$ cat config.mk
export PLATFORM = sky130hd
export DESIGN_NAME = u8pc_parse
export DESIGN_NICKNAME = d
export VERILOG_FILES = /design/src/hw/rtl/u8pc_pkg.sv /design/src/hw/rtl/u8pc_parse.sv
export SDC_FILE = /design/constraint.sdc
export NUM_CORES = 1
export LEC_CHECK = 0
export BUFFER_PORTS_ARGS = -buffer_cell sky130_fd_sc_hd__buf_2
export CAP_MARGIN = 25
export CORE_UTILIZATION = 40
export DETAILED_ROUTE_END_ITERATION = 10
export GPL_ROUTABILITY_DRIVEN = 0
export PLACE_DENSITY = 0.71
export SLEW_MARGIN = 10
export SYNTH_ARGS = -nofsm -noshare
export SYNTH_HDL_FRONTEND = slang
export SYNTH_SLANG_ARGS = --single-unit
$ cat constraint.sdc
create_clock -name clk -period 1.9 [get_ports clk]
set_input_delay 0.095 -clock clk [delete_from_list [all_inputs] [get_ports clk]]
set_output_delay 0.095 -clock clk [all_outputs]
set_load 0.05 [all_outputs]
$ cat src/hw/rtl/u8pc_pkg.sv
// Shared types and constants for the printable UTF-8 text checker.
`default_nettype none

package u8pc_pkg;

    localparam int unsigned ByteW = 8;
    localparam int unsigned PendW = 2;

    localparam logic [ByteW-1:0] PRINT_MIN    = 8'h21;
    localparam logic [ByteW-1:0] ASCII_DEL    = 8'h7F;
    localparam logic [ByteW-1:0] ASCII_TOP    = 8'h80;
    localparam logic [ByteW-1:0] LEAD2_MIN    = 8'hC2;
    localparam logic [ByteW-1:0] LEAD2_MAX    = 8'hDF;
    localparam logic [ByteW-1:0] LEAD3_MIN    = 8'hE0;
    localparam logic [ByteW-1:0] LEAD3_SURR   = 8'hED;
    localparam logic [ByteW-1:0] LEAD3_MAX    = 8'hEF;
    localparam logic [ByteW-1:0] LEAD4_MIN    = 8'hF0;
    localparam logic [ByteW-1:0] LEAD4_MAX    = 8'hF4;
    localparam logic [ByteW-1:0] CONT_A0      = 8'hA0;
    localparam logic [ByteW-1:0] CONT_90      = 8'h90;
    localparam logic [ByteW-1:0] CONT_MASK    = 8'hC0;
    localparam logic [ByteW-1:0] CONT_PATTERN = 8'h80;

    // extra bound on the first continuation byte after certain leads
    typedef enum logic [2:0] {
        BOUND_NONE     = 3'd0,
        BOUND_MIN_A0   = 3'd1,
        BOUND_BELOW_A0 = 3'd2,
        BOUND_MIN_90   = 3'd3,
        BOUND_BELOW_90 = 3'd4
    } bound_t;

    typedef struct packed {
        logic [PendW-1:0] pend;
        bound_t           bound;
        logic             err;
    } parse_state_t;

    // one byte held in the input stage
    typedef struct packed {
        logic             valid;
        logic [ByteW-1:0] data;
        logic             last;
    } in_beat_t;

endpackage

`default_nettype wire

$ cat src/hw/rtl/u8pc_parse.sv
// Per-byte UTF-8 parser with the running sequence state of the current text.
`default_nettype none

module u8pc_parse (
    input  wire logic                   clk,
    input  wire logic                   rst_n,
    input  wire logic [7:0]             text_byte,
    input  wire logic                   last_byte,
    input  wire logic                   advance,
    output logic                        verdict,
    output u8pc_pkg::parse_state_t      state
);
    import u8pc_pkg::*;

    parse_state_t state_reg;
    parse_state_t step;
    parse_state_t state_next;
    logic         bad_cont;

    always_comb
    begin
        step     = state_reg;
        bad_cont = 1'b0;
        if (state_reg.pend == '0)
        begin
            if (text_byte < ASCII_TOP)
            begin
                if (text_byte < PRINT_MIN || text_byte == ASCII_DEL)
                begin
                    step.err = 1'b1;
                end
            end
            else if (text_byte >= LEAD2_MIN && text_byte <= LEAD2_MAX)
            begin
                step.pend = 2'd1;
            end
            else if (text_byte >= LEAD3_MIN && text_byte <= LEAD3_MAX)
            begin
                step.pend = 2'd2;
                if (text_byte == LEAD3_MIN)
                begin
                    step.bound = BOUND_MIN_A0;
                end
                else if (text_byte == LEAD3_SURR)
                begin
                    step.bound = BOUND_BELOW_A0;
                end
            end
            else if (text_byte >= LEAD4_MIN && text_byte <= LEAD4_MAX)
            begin
                step.pend = 2'd3;
                if (text_byte == LEAD4_MIN)
                begin
                    step.bound = BOUND_MIN_90;
                end
                else if (text_byte == LEAD4_MAX)
                begin
                    step.bound = BOUND_BELOW_90;
                end
            end
            else
            begin
                step.err = 1'b1;
            end
        end
        else
        begin
            case (state_reg.bound)
                BOUND_MIN_A0:   bad_cont = text_byte < CONT_A0;
                BOUND_BELOW_A0: bad_cont = text_byte >= CONT_A0;
                BOUND_MIN_90:   bad_cont = text_byte < CONT_90;
                BOUND_BELOW_90: bad_cont = text_byte >= CONT_90;
                default:        bad_cont = 1'b0;
            endcase
            if ((text_byte & CONT_MASK) != CONT_PATTERN)
            begin
                bad_cont = 1'b1;
            end
            step.bound = BOUND_NONE;
            step.pend  = state_reg.pend - 2'd1;
            if (bad_cont)
            begin
                step.err = 1'b1;
            end
        end
    end

    assign verdict = !step.err && (step.pend == '0);

    always_comb
    begin
        state_next = state_reg;
        if (advance)
        begin
            // the final byte hands over its verdict and clears for the next text
            state_next = last_byte ? parse_state_t'('0) : step;
        end
    end

    always_ff @(posedge clk or negedge rst_n)
    begin
        if (!rst_n)
        begin
            state_reg <= '0;
        end
        else
        begin
            state_reg <= state_next;
        end
    end

    assign state = state_reg;

endmodule

`default_nettype wire

==> reports/metrics.cfg <==
[detailed_routing]
wl_per_cell_um=13.85
vias_per_cell=5.991
first_pass_iters=4
drc=0
vias=635
wirelength_um=1468
drtIter0Drc=17
ant_nets=0

[global_routing]
grt_pass1_vias=533
grt_overflow=0
grt_usage=0.2162
grt_max_degree=12
antenna_found_initial=0
grt_pass1_wl_um=2304

[final_layout]
area_growth_pct=27.31
fillers=135
instances_no_fill=106
final_area_um2=740.7
drive_above_1_share=0.3956
multi_input_area_um2=421.7
seq_area_um2=152.6
antenna_cells=0
largest_reg_flops=6
num-nets-final=104

[placed_design]
hpwl_um=1126
placedCellCount=101
portBuffers=18
placed_area_um2=686.9
dpl_worst_slack_ns=0.1282

[synth]
netlist_area_um2=581.8
synth.top_cell.area_share=0.2581
synth_top_area_cell=dfrtp_1
ys_warn_count=0
syn_inst=71
synthArstFlopShare=1.000
synth_seq_area_share=0.2581
avgSynthCellArea_um2=8.194
yosysMostFrequentCell=nor2_1
ys_seq_elements=6
netlist-cell-type-count=37
synth_edf_count=0
synth_flop_cell=dfrtp_1
yosys-top-cells-area=dfrtp_1, mux2_2, nor2_1
ys_top_cells_by_count=nor2_1, dfrtp_1, a21oi_1, nand2_1, nand2b_1
synth_nets=83

[clock_network]
cts_root_buffer=clkbuf_4
cts_tree=built
clk_pin_slew_ns=0.05
htreeDepth=1
cts_sinks=6
clockBufferDepth=2
clkLatencyLatePin_ns=0.24
post_cts_buffers=0
cts_buffers=3

[die]
core_region_area_um2=1334
fp.dieW_um=40.14
dieHeight_um=40.14
start_util=0.4362
ios=19
dieArea_um2=1611
rows=13

[pwr]
power_density_nw_per_um2=582.3
ir_drop_mv=0.4360
leakage_nw=0.3280

[timing]
skew_ns=0.003270
worst_pin_slew_ns=0.4538
maxSlewHeadroom=0.6950
hold_viol=0
final.setup.worst_slack_ns=0.02471
finalCritPeriodShare=0.9870
setup_viol=0
max_clock_freq_mhz=533.3
slew_violations=0
final.min_clock_period_ns=1.875
grt_setup_unrepaired=true

[setup_path]
arrival_ns=1.78
r2r_start=state[5]
critPathTopFamily=simple AND/OR/NAND/NOR gates
slowest_delay_ns=0.52
path_cells=or4_4 -> a211oi_2 -> a22oi_2 -> a21oi_4 -> buf_6
crit_buf_inv=1
crit_start=state[5]
critPathKind=flip-flop to output port
worstPathMaxFanout=7
critPathLaunchType=flip-flop
required_ns=1.80
worstSetupEndpointType=output port
crit_slowest_cell=or4_4

[min_path]
hp-class=input port to flip-flop
hold_path.startpoint=last_byte

[outcome]
status=finished, final reports clean

[flow_run]
drv_cap=0

per-layer routing:
layer  part of all wire  global-route usage
met3              0.066             0.06667
met4                  0                   0
met2               0.45              0.3387
met1               0.49              0.3064
met5                  0                   0
cells by family (layout without fill, tap and decap cells):
group | Yosys count | count (layout) | synth area share
AO/OA/AOI/OAI | 21 | 21 | 0.2559
AND/OR/NAND/NOR | 33 | 33 | 0.3398
buffers and inverters | 6 | 26 | 0.05591
XOR/XNOR | 1 | 1 | 0.01506
multiplexers | 4 | 4 | 0.07527
flip-flops | 6 | 6 | 0.2581
power breakdown:
part           internal [mW]  switching, mW
Combinational         0.0602          0.101
Sequential             0.134        0.00659
Clock                 0.0797         0.0489
worst paths after layout:
path / endpoint / slack, ns / cells past startpoint
worst max-delay path: verdict / 0.02 / 5
worst min-delay path: state[5] / 0.06 / 2
worst max register to register: state[2] / 0.25 / 5
worst min register to register: state[4] / 0.56 / 1
max in group asynchronous: state[5] / 1.52 / 2
min in group asynchronous: state[3] / 0.22 / 2
layout make-up:
type,count,area share
inverters,2,0.01014
flip-flops and latches,6,0.2061
repair buffers,20,0.1537
well taps,15,0.02534
clock buffers,4,0.03547
multi-input cells,59,0.5693
cells in the final DEF, fill, tap and decap left out, drive strengths merged, types with 3 or more instances in the layout:
cell and instances:
a21oi 4, buf 19, clkbuf 4, dfrtp 6, mux2 3, nand2 4
nand2b 4, nor2 7, nor3 3, o22ai 3
timing repair:
action                                  in CTS  in global routing
pin swaps                                    1                  0
hold buffers                                 1                  0
resized for setup                            5                  0
endpoints found under the setup margin       1                  1
hold endpoints to repair                     6                  0
metrics by stage:
stage | hold WS (ns) | total power [mW] | setup TNS [ns] | utilization
after global routing | 0.07606 | 0.4571 | -0.05994 | 0.5553
after detailed placement | -0.07231 | 0.2912 | 0 | 0.5150
after global placement | -0.07647 | 0.2907 | 0 | 0.5150
final | 0.06194 | 0.4313 | 0 | 0.5553
after CTS | 0.05190 | 0.4368 | 0 | 0.5553
after floorplan | -0.2006 | 0.2469 | 0 | -
Note: power is estimated with default switching activity, not from simulation.
